File: src/rtl/core/assert_macros.svh
// assertion macros shared by the date adder rtl
// no dependencies; the bodies are empty when SYNTHESIS is defined
`ifndef ASSERT_MACROS_SVH
`define ASSERT_MACROS_SVH

`ifndef SYNTHESIS

// plain property, checked on every clock edge outside reset
`define ASSERT_PROP(lbl, clk, rst_n, prop) \
    lbl: assert property (@(posedge clk) disable iff (!rst_n) (prop)) \
        else $error("assertion failed");

// same-cycle implication
`define ASSERT_IMPLIES(lbl, clk, rst_n, ante, cons) \
    lbl: assert property (@(posedge clk) disable iff (!rst_n) (ante) |-> (cons)) \
        else $error("implication failed");

// next-cycle implication
`define ASSERT_NEXT(lbl, clk, rst_n, ante, cons) \
    lbl: assert property (@(posedge clk) disable iff (!rst_n) (ante) |=> (cons)) \
        else $error("next-cycle implication failed");

`else

`define ASSERT_PROP(lbl, clk, rst_n, prop)
`define ASSERT_IMPLIES(lbl, clk, rst_n, ante, cons)
`define ASSERT_NEXT(lbl, clk, rst_n, ante, cons)

`endif

`endif

File: src/rtl/core/gda_pkg.sv
// types, constants and calendar helpers for the gregorian date adder
// no dependencies; used by gda_step, gda_core and the top level
`default_nettype none

package gda_pkg;

    // field widths
    localparam int OP_W            = 3;
    localparam int DAY_W           = 5;
    localparam int MONTH_W         = 4;
    localparam int YEAR_IN_W       = 14;
    localparam int YEAR_W          = 16;
    localparam int MOD400_W        = 9;
    localparam int MOD100_W        = 7;
    localparam int AMOUNT_BITS_DEF = 12;

    // calendar constants
    localparam logic [MONTH_W-1:0] MONTH_JAN = 4'd1;
    localparam logic [MONTH_W-1:0] MONTH_FEB = 4'd2;
    localparam logic [MONTH_W-1:0] MONTH_APR = 4'd4;
    localparam logic [MONTH_W-1:0] MONTH_JUN = 4'd6;
    localparam logic [MONTH_W-1:0] MONTH_SEP = 4'd9;
    localparam logic [MONTH_W-1:0] MONTH_NOV = 4'd11;
    localparam logic [MONTH_W-1:0] MONTH_DEC = 4'd12;

    localparam logic [DAY_W-1:0] DAY_FIRST    = 5'd1;
    localparam logic [DAY_W-1:0] LEN_FEB      = 5'd28;
    localparam logic [DAY_W-1:0] LEN_FEB_LEAP = 5'd29;
    localparam logic [DAY_W-1:0] LEN_SHORT    = 5'd30;
    localparam logic [DAY_W-1:0] LEN_LONG     = 5'd31;

    localparam logic [MOD400_W-1:0] CYCLE_LAST   = 9'd399;
    localparam logic [MOD100_W-1:0] CENTURY_LAST = 7'd99;
    localparam logic [YEAR_IN_W-1:0] CYCLE_YEARS   = 14'd400;
    localparam logic [YEAR_IN_W-1:0] CENTURY_YEARS = 14'd100;

    // operation codes
    typedef enum logic [OP_W-1:0] {
        OP_DAYS    = 3'd0,
        OP_WEEKS   = 3'd1,
        OP_MONTHS  = 3'd2,
        OP_YEARS   = 3'd3,
        OP_DECADES = 3'd4
    } gda_op_t;

    // sequencer states
    typedef enum logic [2:0] {
        ST_IDLE,
        ST_RED400,
        ST_RED100,
        ST_RUN,
        ST_DONE
    } gda_state_t;

    // working date with year position inside the 400 and 100 year cycles
    typedef struct packed {
        logic [DAY_W-1:0]    day;
        logic [MONTH_W-1:0]  month;
        logic [YEAR_W-1:0]   year;
        logic [MOD400_W-1:0] mod400;
        logic [MOD100_W-1:0] mod100;
    } gda_date_t;

    // core status toward the top level
    typedef struct packed {
        logic                busy;
        logic                running;
        logic                done;
        logic [MOD400_W-1:0] mod400;
        logic [MOD100_W-1:0] mod100;
    } gda_status_t;

    function automatic logic is_leap(input logic [1:0] year_low,
                                     input logic [MOD100_W-1:0] mod100,
                                     input logic [MOD400_W-1:0] mod400);
        return ((year_low == 2'b00) && (mod100 != '0)) || (mod400 == '0);
    endfunction

    function automatic logic [DAY_W-1:0] month_len(input logic [MONTH_W-1:0] month,
                                                   input logic leap);
        logic [DAY_W-1:0] len;
        case (month)
            MONTH_FEB: len = leap ? LEN_FEB_LEAP : LEN_FEB;
            MONTH_APR, MONTH_JUN, MONTH_SEP, MONTH_NOV: len = LEN_SHORT;
            default: len = LEN_LONG;
        endcase
        return len;
    endfunction

endpackage

`default_nettype wire

File: src/rtl/core/gregorian_date_adder_top.sv
// gregorian date adder top, one day or month step a cycle; uses gda_pkg, gda_core, gda_step
// add days, weeks and months first reduce the year by 400 year and 100 year subtractions, then
// take one day step per day (seven per week) or one month step per month
// add years, add decades and unused op codes go straight to done; a stalled output holds done
// one request at a time: the next transfer is taken once the result is registered
// async active-low reset clears control state only; assertions from assert_macros.svh
`default_nettype none

`include "assert_macros.svh"

module gregorian_date_adder_top #(
    parameter int AMOUNT_BITS = gda_pkg::AMOUNT_BITS_DEF
) (
    input  wire                      clk,
    input  wire                      rst_n,
    input  wire                      s_tvalid,
    output logic                     s_tready,
    // op, amount, day_in, month_in, year_in from bit 0 up, zero padded
    input  wire [((AMOUNT_BITS + 26 + 7) / 8) * 8 - 1:0] s_tdata,
    output logic                     m_tvalid,
    input  wire                      m_tready,
    // day_out, month_out, year_out from bit 0 up, zero padded
    output logic [31:0]              m_tdata
);

    localparam int AMT_LO   = gda_pkg::OP_W;
    localparam int DAY_LO   = AMT_LO + AMOUNT_BITS;
    localparam int MONTH_LO = DAY_LO + gda_pkg::DAY_W;
    localparam int YEAR_LO  = MONTH_LO + gda_pkg::MONTH_W;
    localparam int OUT_USED = gda_pkg::DAY_W + gda_pkg::MONTH_W + gda_pkg::YEAR_W;

    gda_pkg::gda_status_t status;
    gda_pkg::gda_date_t   result;
    logic                 start;
    logic                 out_free;
    logic                 out_valid_reg;
    logic [31:0]          out_data_reg;
    logic                 cycle_pos_ok;

    assign start    = s_tvalid && s_tready;
    assign s_tready = !status.busy;
    assign out_free = !out_valid_reg || m_tready;

    // sequencer with the shared step unit
    gda_core #(
        .AMOUNT_BITS (AMOUNT_BITS)
    ) u_core (
        .clk      (clk),
        .rst_n    (rst_n),
        .start    (start),
        .op       (s_tdata[gda_pkg::OP_W-1:0]),
        .amount   (s_tdata[DAY_LO-1:AMT_LO]),
        .day_in   (s_tdata[MONTH_LO-1:DAY_LO]),
        .month_in (s_tdata[YEAR_LO-1:MONTH_LO]),
        .year_in  (s_tdata[YEAR_LO+gda_pkg::YEAR_IN_W-1:YEAR_LO]),
        .out_free (out_free),
        .status   (status),
        .result   (result)
    );

    // output register valid flag
    always_ff @(posedge clk or negedge rst_n)
    begin
        if (!rst_n)
        begin
            out_valid_reg <= 1'b0;
        end
        else if (status.done)
        begin
            out_valid_reg <= 1'b1;
        end
        else if (m_tready)
        begin
            out_valid_reg <= 1'b0;
        end
    end

    // output register payload
    always_ff @(posedge clk)
    begin
        if (status.done)
        begin
            out_data_reg <= {{(32 - OUT_USED){1'b0}}, result.year, result.month, result.day};
        end
    end

    assign m_tvalid = out_valid_reg;
    assign m_tdata  = out_data_reg;

    // cycle positions stay inside their cycles
    assign cycle_pos_ok = (status.mod400 < 9'd400) && (status.mod100 < 7'd100);

    // checks
    `ASSERT_NEXT(a_busy_after_transfer, clk, rst_n, start, !s_tready)
    `ASSERT_IMPLIES(a_done_slot_free, clk, rst_n, status.done, (!m_tvalid || m_tready))
    `ASSERT_IMPLIES(a_cycle_pos_range, clk, rst_n, status.running, cycle_pos_ok)

endmodule

`default_nettype wire

File: src/rtl/core/gda_step.sv
// shared date step unit: advances a date by one day or by one month
// depends on gda_pkg
`default_nettype none

module gda_step (
    input  wire gda_pkg::gda_date_t cur,
    input  wire                     month_mode,
    output gda_pkg::gda_date_t      nxt
);

    gda_pkg::gda_date_t adv;
    logic               rollover;
    logic               leap_cur;
    logic               leap_adv;
    logic [gda_pkg::DAY_W-1:0] len_cur;
    logic [gda_pkg::DAY_W-1:0] len_adv;

    // month advance, with year and cycle positions on rollover
    always_comb
    begin
        adv      = cur;
        rollover = (cur.month >= gda_pkg::MONTH_DEC);
        if (rollover)
        begin
            adv.month  = gda_pkg::MONTH_JAN;
            adv.year   = cur.year + 16'd1;
            adv.mod400 = (cur.mod400 == gda_pkg::CYCLE_LAST) ? '0 : cur.mod400 + 9'd1;
            adv.mod100 = (cur.mod100 == gda_pkg::CENTURY_LAST) ? '0 : cur.mod100 + 7'd1;
        end
        else
        begin
            adv.month = cur.month + 4'd1;
        end
    end

    // month lengths before and after the advance
    assign leap_cur = gda_pkg::is_leap(cur.year[1:0], cur.mod100, cur.mod400);
    assign leap_adv = gda_pkg::is_leap(adv.year[1:0], adv.mod100, adv.mod400);
    assign len_cur  = gda_pkg::month_len(cur.month, leap_cur);
    assign len_adv  = gda_pkg::month_len(adv.month, leap_adv);

    // day step or month step with clamp
    always_comb
    begin
        nxt = cur;
        if (month_mode)
        begin
            nxt     = adv;
            nxt.day = (cur.day > len_adv) ? len_adv : cur.day;
        end
        else if (cur.day >= len_cur)
        begin
            nxt     = adv;
            nxt.day = gda_pkg::DAY_FIRST;
        end
        else
        begin
            nxt.day = cur.day + 5'd1;
        end
    end

endmodule

`default_nettype wire

File: src/rtl/core/gda_core.sv
// sequencer of the date adder: year cycle reduction, then repeated steps; years and decades are added directly
// depends on gda_pkg and gda_step
`default_nettype none

module gda_core #(
    parameter int AMOUNT_BITS = gda_pkg::AMOUNT_BITS_DEF
) (
    input  wire                              clk,
    input  wire                              rst_n,
    input  wire                              start,
    input  wire [gda_pkg::OP_W-1:0]          op,
    input  wire [AMOUNT_BITS-1:0]            amount,
    input  wire [gda_pkg::DAY_W-1:0]         day_in,
    input  wire [gda_pkg::MONTH_W-1:0]       month_in,
    input  wire [gda_pkg::YEAR_IN_W-1:0]     year_in,
    input  wire                              out_free,
    output gda_pkg::gda_status_t             status,
    output gda_pkg::gda_date_t               result
);

    localparam int CNT_W  = AMOUNT_BITS + 3;
    localparam int DEC_W  = AMOUNT_BITS + 4;
    localparam int WIDE_W = (DEC_W > gda_pkg::YEAR_W) ? DEC_W : gda_pkg::YEAR_W;

    gda_pkg::gda_state_t state_reg, state_next;
    gda_pkg::gda_date_t  date_reg, date_next;
    gda_pkg::gda_date_t  step_out;
    logic [gda_pkg::YEAR_IN_W-1:0] rem_reg, rem_next;
    logic [CNT_W-1:0]    cnt_reg, cnt_next;
    logic                mode_reg, mode_next;
    logic                done;

    logic [CNT_W-1:0]    weeks_days;
    logic [WIDE_W-1:0]   decade_years;

    // shared step unit
    gda_step u_step (
        .cur        (date_reg),
        .month_mode (mode_reg),
        .nxt        (step_out)
    );

    // amount times seven and times ten by shifts
    assign weeks_days   = {amount, 3'b000} - CNT_W'(amount);
    assign decade_years = WIDE_W'({amount, 3'b000}) + WIDE_W'({amount, 1'b0});

    // state register
    always_ff @(posedge clk or negedge rst_n)
    begin
        if (!rst_n)
        begin
            state_reg <= gda_pkg::ST_IDLE;
        end
        else
        begin
            state_reg <= state_next;
        end
    end

    // working registers
    always_ff @(posedge clk)
    begin
        date_reg <= date_next;
        rem_reg  <= rem_next;
        cnt_reg  <= cnt_next;
        mode_reg <= mode_next;
    end

    // next state and datapath control
    always_comb
    begin
        state_next = state_reg;
        date_next  = date_reg;
        rem_next   = rem_reg;
        cnt_next   = cnt_reg;
        mode_next  = mode_reg;
        done       = 1'b0;
        case (state_reg)
            gda_pkg::ST_IDLE:
            begin
                if (start)
                begin
                    date_next.day    = day_in;
                    date_next.month  = month_in;
                    date_next.year   = gda_pkg::YEAR_W'(year_in);
                    date_next.mod400 = '0;
                    date_next.mod100 = '0;
                    rem_next         = year_in;
                    cnt_next         = CNT_W'(amount);
                    mode_next        = 1'b0;
                    case (gda_pkg::gda_op_t'(op))
                        gda_pkg::OP_DAYS:   state_next = gda_pkg::ST_RED400;
                        gda_pkg::OP_WEEKS:
                        begin
                            cnt_next   = weeks_days;
                            state_next = gda_pkg::ST_RED400;
                        end
                        gda_pkg::OP_MONTHS:
                        begin
                            mode_next  = 1'b1;
                            state_next = gda_pkg::ST_RED400;
                        end
                        gda_pkg::OP_YEARS:
                        begin
                            date_next.year = gda_pkg::YEAR_W'(WIDE_W'(year_in)
                                                              + WIDE_W'(amount));
                            state_next     = gda_pkg::ST_DONE;
                        end
                        gda_pkg::OP_DECADES:
                        begin
                            date_next.year = gda_pkg::YEAR_W'(WIDE_W'(year_in)
                                                              + decade_years);
                            state_next     = gda_pkg::ST_DONE;
                        end
                        default: state_next = gda_pkg::ST_DONE;
                    endcase
                end
            end
            gda_pkg::ST_RED400:
            begin
                if (rem_reg >= gda_pkg::CYCLE_YEARS)
                begin
                    rem_next = rem_reg - gda_pkg::CYCLE_YEARS;
                end
                else
                begin
                    date_next.mod400 = rem_reg[gda_pkg::MOD400_W-1:0];
                    state_next       = gda_pkg::ST_RED100;
                end
            end
            gda_pkg::ST_RED100:
            begin
                if (rem_reg >= gda_pkg::CENTURY_YEARS)
                begin
                    rem_next = rem_reg - gda_pkg::CENTURY_YEARS;
                end
                else
                begin
                    date_next.mod100 = rem_reg[gda_pkg::MOD100_W-1:0];
                    state_next       = gda_pkg::ST_RUN;
                end
            end
            gda_pkg::ST_RUN:
            begin
                if (cnt_reg == '0)
                begin
                    state_next = gda_pkg::ST_DONE;
                end
                else
                begin
                    date_next = step_out;
                    cnt_next  = cnt_reg - CNT_W'(1);
                end
            end
            gda_pkg::ST_DONE:
            begin
                if (out_free)
                begin
                    done       = 1'b1;
                    state_next = gda_pkg::ST_IDLE;
                end
            end
            default: state_next = gda_pkg::ST_IDLE;
        endcase
    end

    // status and result toward the top level
    assign status.busy    = (state_reg != gda_pkg::ST_IDLE);
    assign status.running = (state_reg == gda_pkg::ST_RUN);
    assign status.done    = done;
    assign status.mod400  = date_reg.mod400;
    assign status.mod100  = date_reg.mod100;
    assign result         = date_reg;

endmodule

`default_nettype wire

File: config.mk
export PLATFORM = sky130hd
export DESIGN_NAME = gregorian_date_adder_top
export DESIGN_NICKNAME = d
export VERILOG_FILES = /design/src/rtl/core/gda_pkg.sv /design/src/rtl/core/gregorian_date_adder_top.sv /design/src/rtl/core/gda_step.sv /design/src/rtl/core/gda_core.sv
export VERILOG_INCLUDE_DIRS = /design/src /design/src/rtl/core
export SDC_FILE = /design/constraint.sdc
export NUM_CORES = 1
export LEC_CHECK = 0
export ABC_CLOCK_PERIOD_IN_PS = 3100
export BUFFER_PORTS_ARGS = -buffer_cell sky130_fd_sc_hd__buf_2
export CORE_MARGIN = 4
export CORE_UTILIZATION = 42
export CTS_BUF_LIST = sky130_fd_sc_hd__clkbuf_4 sky130_fd_sc_hd__clkbuf_8
export DETAILED_ROUTE_END_ITERATION = 6
export GPL_TIMING_DRIVEN = 0
export PLACE_DENSITY = 0.63
export SYNTH_ARGS = -nofsm -noshare
export SYNTH_HDL_FRONTEND = slang
export SYNTH_SLANG_ARGS = --single-unit
File: constraint.sdc
create_clock -name clk -period 3.1 [get_ports clk]
set_input_delay 0.62 -clock clk [delete_from_list [all_inputs] [get_ports clk]]
set_output_delay 0.62 -clock clk [all_outputs]
set_load 0.005 [all_outputs]
==> metrics, run 1 <==
result of the run completed; number of synthesized register bits 100; area growth from synthesis to layout 14.46%; total area of multi-input combinational cells about 0.005 mm²; cell-by-cell listing of the critical path ha_4 -> or3b_2 -> mux2i_1 -> o221ai_1 -> o211a_1 -> a31o_1 -> ha_1 -> a21oi_1 -> o21ai_1 -> a31oi_2; synthesis warning total 0; die outline width 147.0 µm; RSZ-0062 raised after global routing true; initial antenna violation count 0; share of synthesized area occupied by flip-flops and latches 36.74%; I/O Buffers 68; worst min-delay path endpoint m_tdata[24]$_DFFE_PP_; count of flip-flops with a built-in enable after synthesis 96; max-slew violation count 0; violation count after the first detailed-routing iteration around 760; TritonCTS clock tree yes; Detailed Place HPWL about 17000 µm; Mapped Area approximately 0.008 mm²; complex-gate fraction of the synthesized area roughly a fifth; I/O pin count between 70 and 80; final wirelength 22800 µm; global-route wire length before repair 35110 µm; cell at the root of the clock tree clkbuf_8; count of cell types in the netlist 74; beginning of the critical path u_core.result[1]$_DFFE_PP_; arrival time worst endpoint 3.12 ns; share of cell area taken by muxes after synthesis under 10%; largest vdd supply drop 0.0002986 V; Worst-path clk slew 0.10 ns; Seq. cell area 0.002983 mm²; startpoint of the lowest-slack hold path u_core.result[31]$_DFFE_PP_; via-per-instance ratio 5.686; Mapped Avg Cell Area 9.267 µm²; global route total overflow 0; count of endpoints failing hold in the final timing report 0; flip-flop count of the largest register after layout 41; synthesized netlist cell count 876; setup violators final 0; residual antenna-violating net count after detailed routing 0; Max Freq 327.2 MHz; library cell with the largest summed area after synthesis edfxtp_1; total power divided by cell area 763.5 mW/mm²; combinational family with the most area after synthesis compound AO/OA/AOI/OAI gates; Antenna diodes 0; leading cell types by total area after synthesis edfxtp_1 36%, ha_1 9.4%, xnor2_1 4.4%, nor2_1 3.7%, a21oi_1 3.6%; share of the cycle needed by the critical path after routing just under 100%; detailed-route via count between 7000 and 8000; # DRC 0; number of placement rows 50; core region area 0.01883 mm²; layout cells sized above 1 14.78%; Synth top area share 35.51%; TritonCTS buffer count 9; category of the worst setup path launch point register; pin count of the biggest net entering global routing 26; GRT Resource Usage Total 20.49%; most frequent standard cell in the layout excluding fill and tap cells edfxtp_1; setup total negative slack 0 ns; number of global-route vias before repair approximately 6500; Die Span Y roughly 150 µm; RePlAce Congestion 0.9251; Data required, critical path 3.16 ns; clock tree sinks 100; start-to-end type of the worst setup path reg -> reg; DR WL/cell 18.48 µm; critical path's slowest cell edfxtp_1; worst setup slack for register-to-register paths between 0.04 and 0.05 ns; Clock Latency Late Sink between 0.3 and 0.4 ns; worst-case clock buffer depth 2; logic depth of the worst register-to-register path 10; fraction of synthesized cell area in xor and xnor cells around 8%; post-synthesis share of cell area spent on full adders, half adders and majority gates 12.36%; proportion of synthesized flip-flops having asynchronous set or reset around 4%; kind of capture point of the worst setup path register; Critical R2R Launch u_core.result[1]$_DFFE_PP_; effective utilization at floorplan ~43%; filler cell count about 1800; # nets final 1088; number of H-tree levels 3; CP peak stage delay 0.47 ns; number of stages on the worst hold path 0; TritonRoute pass-1 iters 7; headroom to the max-slew limit 18.49%; final setup skew slightly above 0.01 ns; die area 0.02162 mm²; simple-gate area share of the yosys netlist between 10% and 20%; final worst path period need 3.057 ns; commonest cells after routing, fill and taps aside 96 x edfxtp_1, 77 x nor2_1, 74 x nand2_1; Final Power 7.094 mW; MaxCap Viol Count 0; Tightest Pin Transition 1.223 ns; Synth Flop Type edfxtp_1; CP max FO 5; classification of the worst-slack hold path reg -> reg; leakage power of the design between 3 and 4 nW; worst reg2reg endpoint u_core.result[40]$_DFFE_PP_
-- power by group --
group          internal [mW]  switching [mW]  leakage [nW]
Combinational           1.37            2.11          2.50
Clock                  0.443           0.467        0.0948
Sequential              2.24           0.460         0.964
-- final cells by class --
class | count | share of cell area (%)
Multi-Input combinational cell | 695 | 53.56
Sequential cell | 100 | 32.10
Timing Repair Buffer | 81 | 4.902
Tap cell | 260 | 3.501
Buffer | 41 | 1.980
Inverter | 43 | 1.778
Clock buffer | 9 | 1.333
Clock inverter | 5 | 0.8484
-- cells in the mapped netlist, types with 4 or more instances --
cell type	instances
edfxtp_1	96
nor2_1	80
nand2_1	74
ha_1	61
a21oi_1	58
o21ai_0	47
inv_1	43
xnor2_1	41
clkbuf_1	36
xor2_1	31
nand3_1	24
nor3_1	22
o22ai_1	22
a211oi_1	14
a21o_1	12
a31oi_1	12
fa_1	12
mux2i_1	11
nand4_1	10
nand2b_1	9
o21a_1	9
or3_1	9
a221oi_1	8
a22oi_1	7
and2_1	7
buf_4	7
nor2b_1	7
o31ai_1	7
a221o_1	6
and3_1	6
o21ai_1	6
a22o_1	5
nor4_1	5
o211ai_1	5
or2_2	5
dfrtp_1	4
nor3b_1	4
o221ai_1	4
-- logic make-up after synthesis --
| family | Yosys count |
|---|---|
| other | 1 |
| muxes | 12 |
| xor gates and xnor gates | 72 |
| and+or+nand+nor | 282 |
| adders and majority gates | 73 |
| AOI/OAI and AO/OA | 249 |
| DFF | 100 |
| buffers and inverters | 87 |
-- worst max-delay path: cells and delay by family (launching register included) --
family          cells  cell delay (ns)
fa+ha+maj           2             0.49
simple gates        1             0.45
compound gates      6             1.15
flops               1             0.47
mux                 1             0.16
-- how the worst max path moves through the flow --
stage,slack (ns),endpoint,depth (start not counted)
after floorplan,0.05,u_core.result[10]$_DFFE_PP_,12
final,0.04,u_core.result[40]$_DFFE_PP_,10
after detailed placement,-0.66,u_core.result[12]$_DFFE_PP_,12
after global routing,-0.06,u_core.result[40]$_DFFE_PP_,10
after CTS,-0.04,u_core.cnt_reg[10]$_DFFE_PP_,7
after global placement,-0.68,u_core.result[12]$_DFFE_PP_,12
-- stage by stage --
step           instance area, µm²  hold WS [ns]  setup WS (ns)  instances  util [%]
3_5_place_dp                 8806        0.4306        -0.6584       1210     46.76
2_1_floorplan                8140        0.3244        0.05410        882         -
4_1_cts                      9091      0.008520       -0.04484       1225     48.28
3_3_place_gp                 8806        0.4273        -0.6766       1210     46.76
5_1_grt                      9291        0.4885       -0.05538       1234     49.34
6_report                     9291        0.4962        0.04333       1234     49.34
-- layer usage --
metal	part of all wire, %	vias up	GRT usage (%)
li1	-	3430	-
met1	48	3344	29.93
met2	45	221	32.13
met3	6.0	22	3.640
met4	1.3	0	4.147
met5	0	-	0
-- timing repair --
item | in CTS | in global routing
buffers inserted | 2 | 10
hold buffers | 0 | 1
endpoints found under the hold margin | 0 | 4
pin swaps | 2 | 7
gates resized for setup | 11 | 33
endpoints found under the setup margin | 37 | 60
No activity file was read; power rests on OpenSTA's default activity.
==> run 2, diff against run 1 <==
--- a/config.mk
+++ b/config.mk
@@ -9,11 +9,12 @@
 export ABC_CLOCK_PERIOD_IN_PS = 3100
 export BUFFER_PORTS_ARGS = -buffer_cell sky130_fd_sc_hd__buf_2
 export CORE_MARGIN = 4
-export CORE_UTILIZATION = 42
+export CORE_UTILIZATION = 35
 export CTS_BUF_LIST = sky130_fd_sc_hd__clkbuf_4 sky130_fd_sc_hd__clkbuf_8
 export DETAILED_ROUTE_END_ITERATION = 6
 export GPL_TIMING_DRIVEN = 0
-export PLACE_DENSITY = 0.63
+export PLACE_DENSITY = 0.55
 export SYNTH_ARGS = -nofsm -noshare
 export SYNTH_HDL_FRONTEND = slang
+export SYNTH_HIERARCHICAL = 1
 export SYNTH_SLANG_ARGS = --single-unit
==> metrics, run 2 <==
result of the run complete, but fails checks; failing checks negative setup slack; minimum setup slack in the final design -0.01673 ns (-0.06006 ns); kind of capture point of the worst setup path register; # nets final 1194 (+9.7%); most frequent standard cell in the layout excluding fill and tap cells nand2_1; Gate power share 55.1% (+6.0 points); Worst-path clk slew 0.10 ns (about the same); Final Power 8.085 mW (+14%); I/O pin count 78 (unchanged); Clock Latency Late Sink 0.38 ns (about the same); effective utilization at floorplan 35.96% (-7.1 points); Data required, critical path 3.25 ns (+0.09 ns); total area of multi-input combinational cells 0.005504 mm² (+11%); Mapped Avg Cell Area 8.965 µm² (-3.3%); proportion of power drawn by the clock network 10.5% (-2.3 points); category of the worst setup path launch point register; GRT Resource Usage Total 18.64% (-1.9 points); TritonRoute pass-1 iters 5 (-2); Mapped Area 0.008517 mm² (+4.9%); clock tree sinks 100 (unchanged); core region area 0.02368 mm² (+26%); largest vdd supply drop 0.0002634 V (-12%); violation count after the first detailed-routing iteration 602 (-21%); die outline width 164.0 µm (+12%); number of H-tree levels 3 (unchanged); residual antenna-violating net count after detailed routing 0 (unchanged); Detailed Place HPWL 18880 µm (+8.9%); classification of the worst-slack hold path reg -> reg; initial antenna violation count 0 (unchanged); synthesized netlist cell count 950 (+8.4%); max-slew violation count 0 (unchanged); arrival time worst endpoint 3.27 ns (+0.15 ns); commonest cells after routing, fill and taps aside 109 x nand2_1, 96 x edfxtp_1, 85 x nor2_1; number of placement rows 56 (+12%); Seq. cell area 0.002983 mm² (unchanged); Power Internal 4.508 mW (+11%); Critical Path Sink u_core/result[36]$_DFFE_PP_; Switching Share 44.24% (+1.4 points); number of global-route vias before repair 7027 (+8.5%); Critical R2R Launch u_core/result[7]$_DFFE_PP_; worst reg2reg endpoint u_core/result[36]$_DFFE_PP_; global-route wire length before repair 39180 µm (+12%); share of the cycle needed by the critical path after routing 100.5% (+1.9 points); logic depth of the worst register-to-register path 13 (+3); # DRC 0 (unchanged); total power divided by cell area 787.7 mW/mm² (+3.2%); start-to-end type of the worst setup path reg -> reg; MaxCap Viol Count 0 (unchanged); DR WL/cell 18.13 µm (-1.9%); TritonCTS clock tree yes; pin count of the biggest net entering global routing 27 (+3.8%); minimum setup slack after placement -0.6312 ns (+0.02720 ns); RSZ-0062 raised after global routing true; Tightest Pin Transition 0.9307 ns (-0.2919 ns); beginning of the critical path u_core/result[7]$_DFFE_PP_; layout cells sized above 1 20.46% (+5.7 points); area growth from synthesis to layout 20.51%; power spent charging and discharging nets 3.577 mW (+18%); cell at the root of the clock tree clkbuf_8; setup total negative slack -0.02777 ns (-0.02777 ns); Max Freq 320.8 MHz (-1.9%); worst setup slack for register-to-register paths -0.02 ns (-0.06 ns); headroom to the max-slew limit 37.95% (+19 points); die area 0.02689 mm² (+24%); worst-case clock buffer depth 2 (unchanged); synthesis warning total 6 (+6); RePlAce Congestion 0.8683 (-6.1%); Die Span Y 164.0 µm (+12%); leakage power of the design 3.931 nW (+11%); flip-flop count of the largest register after layout 41 (unchanged); final wirelength 25360 µm (+11%); TritonCTS buffer count 9 (unchanged); via-per-instance ratio 5.446 (-4.2%); I/O Buffers 67 (-1.5%); filler cell count 2374 (+33%); Reg power frac 34.4% (-3.6 points); setup violators final 2 (+2); detailed-route via count 7619 (+8.6%); CP max FO 4 (-1); Antenna diodes 0 (unchanged); count of endpoints failing hold in the final timing report 0 (unchanged); final setup skew 0.01201 ns (+0.001697 ns); final worst path period need 3.117 ns (+0.06006 ns); global route total overflow 0 (unchanged)
-- run 2: routing by layer --
layer / part of all wire [%] / GRT usage (%) / up-vias / routed length [µm]
met2: 43 / 27.83 / 210 / 10980
met1: 50 / 28.53 / 3603 / 12750
met3: 4.7 / 2.108 / 30 / 1204
met5: 0 / 0 / - / 0
met4: 1.7 / 4.956 / 0 / 430
li1: - / - / 3776 / -
-- run 2: how the worst min path moves through the flow --
stage               depth (start not counted)                     to  slack, ns                        start
floorplan                                   0   m_tvalid$_DFFE_PN0P_       0.32                        rst_n
global placement                            1   m_tvalid$_DFFE_PN0P_       0.43                        rst_n
detailed placement                          1   m_tvalid$_DFFE_PN0P_       0.43                        rst_n
CTS                                         3   m_tvalid$_DFFE_PN0P_       0.47                     m_tready
global route                                3   m_tvalid$_DFFE_PN0P_       0.50                     m_tready
finish                                      0  m_tdata[24]$_DFFE_PP_       0.49  u_core/result[31]$_DFFE_PP_
-- run 2: critical path, cell delays in order (launching register included) --
cell,delay (ns)
edfxtp_1,0.47
inv_2,0.14
ha_4,0.22
nand2b_4,0.15
a2111oi_4,0.21
a21oi_1,0.09
a2111o_1,0.40
o32ai_4,0.34
ha_1,0.29
a21oi_2,0.14
o21ai_2,0.10
o31a_1,0.25
nand2_1,0.06
nand2_1,0.05
-- run 2: metrics by stage --
step | instance area (µm²) | hold slack, ns | instances | utilization (%)
after global routing | 10260 | 0.4993 | 1399 | 43.34
after floorplan | 8556 | 0.3244 | 956 | -
final | 10260 | 0.4897 | 1399 | 43.34
after detailed placement | 9325 | 0.4330 | 1343 | 39.38
after CTS | 9766 | 0.4715 | 1372 | 41.24
after global placement | 9290 | 0.4288 | 1342 | 39.23
-- run 2: layout make-up --
type	instances	area share, %
Tap cell	319	3.889
Multi-Input combinational cell	757	53.63
Inverter	47	1.816
Clock inverter	4	0.4998
Clock buffer	10	1.280
Sequential cell	100	29.06
Buffer	50	2.658
Timing Repair Buffer	112	7.168
-- run 2: power groups by stage --
| stage | clock network, mW | registers (mW) | logic [mW] |
|---|---|---|---|
| after floorplan | 0 | 2.65 | 2.65 |
| after global placement | 0 | 2.80 | 3.60 |
| after detailed placement | 0 | 2.80 | 3.67 |
| after CTS | 0.878 | 2.77 | 3.91 |
| after global routing | 0.924 | 2.87 | 4.91 |
| final | 0.846 | 2.78 | 4.45 |
-- run 2: timing repair --
action / 4_1_cts / 5_1_grt
setup buffers: 15 / 28
hold endpoints to repair: 4 / 0
setup endpoints to repair: 62 / 71
resized for setup: 37 / 75
hold buffers: 1 / 0
pin swaps: 9 / 24
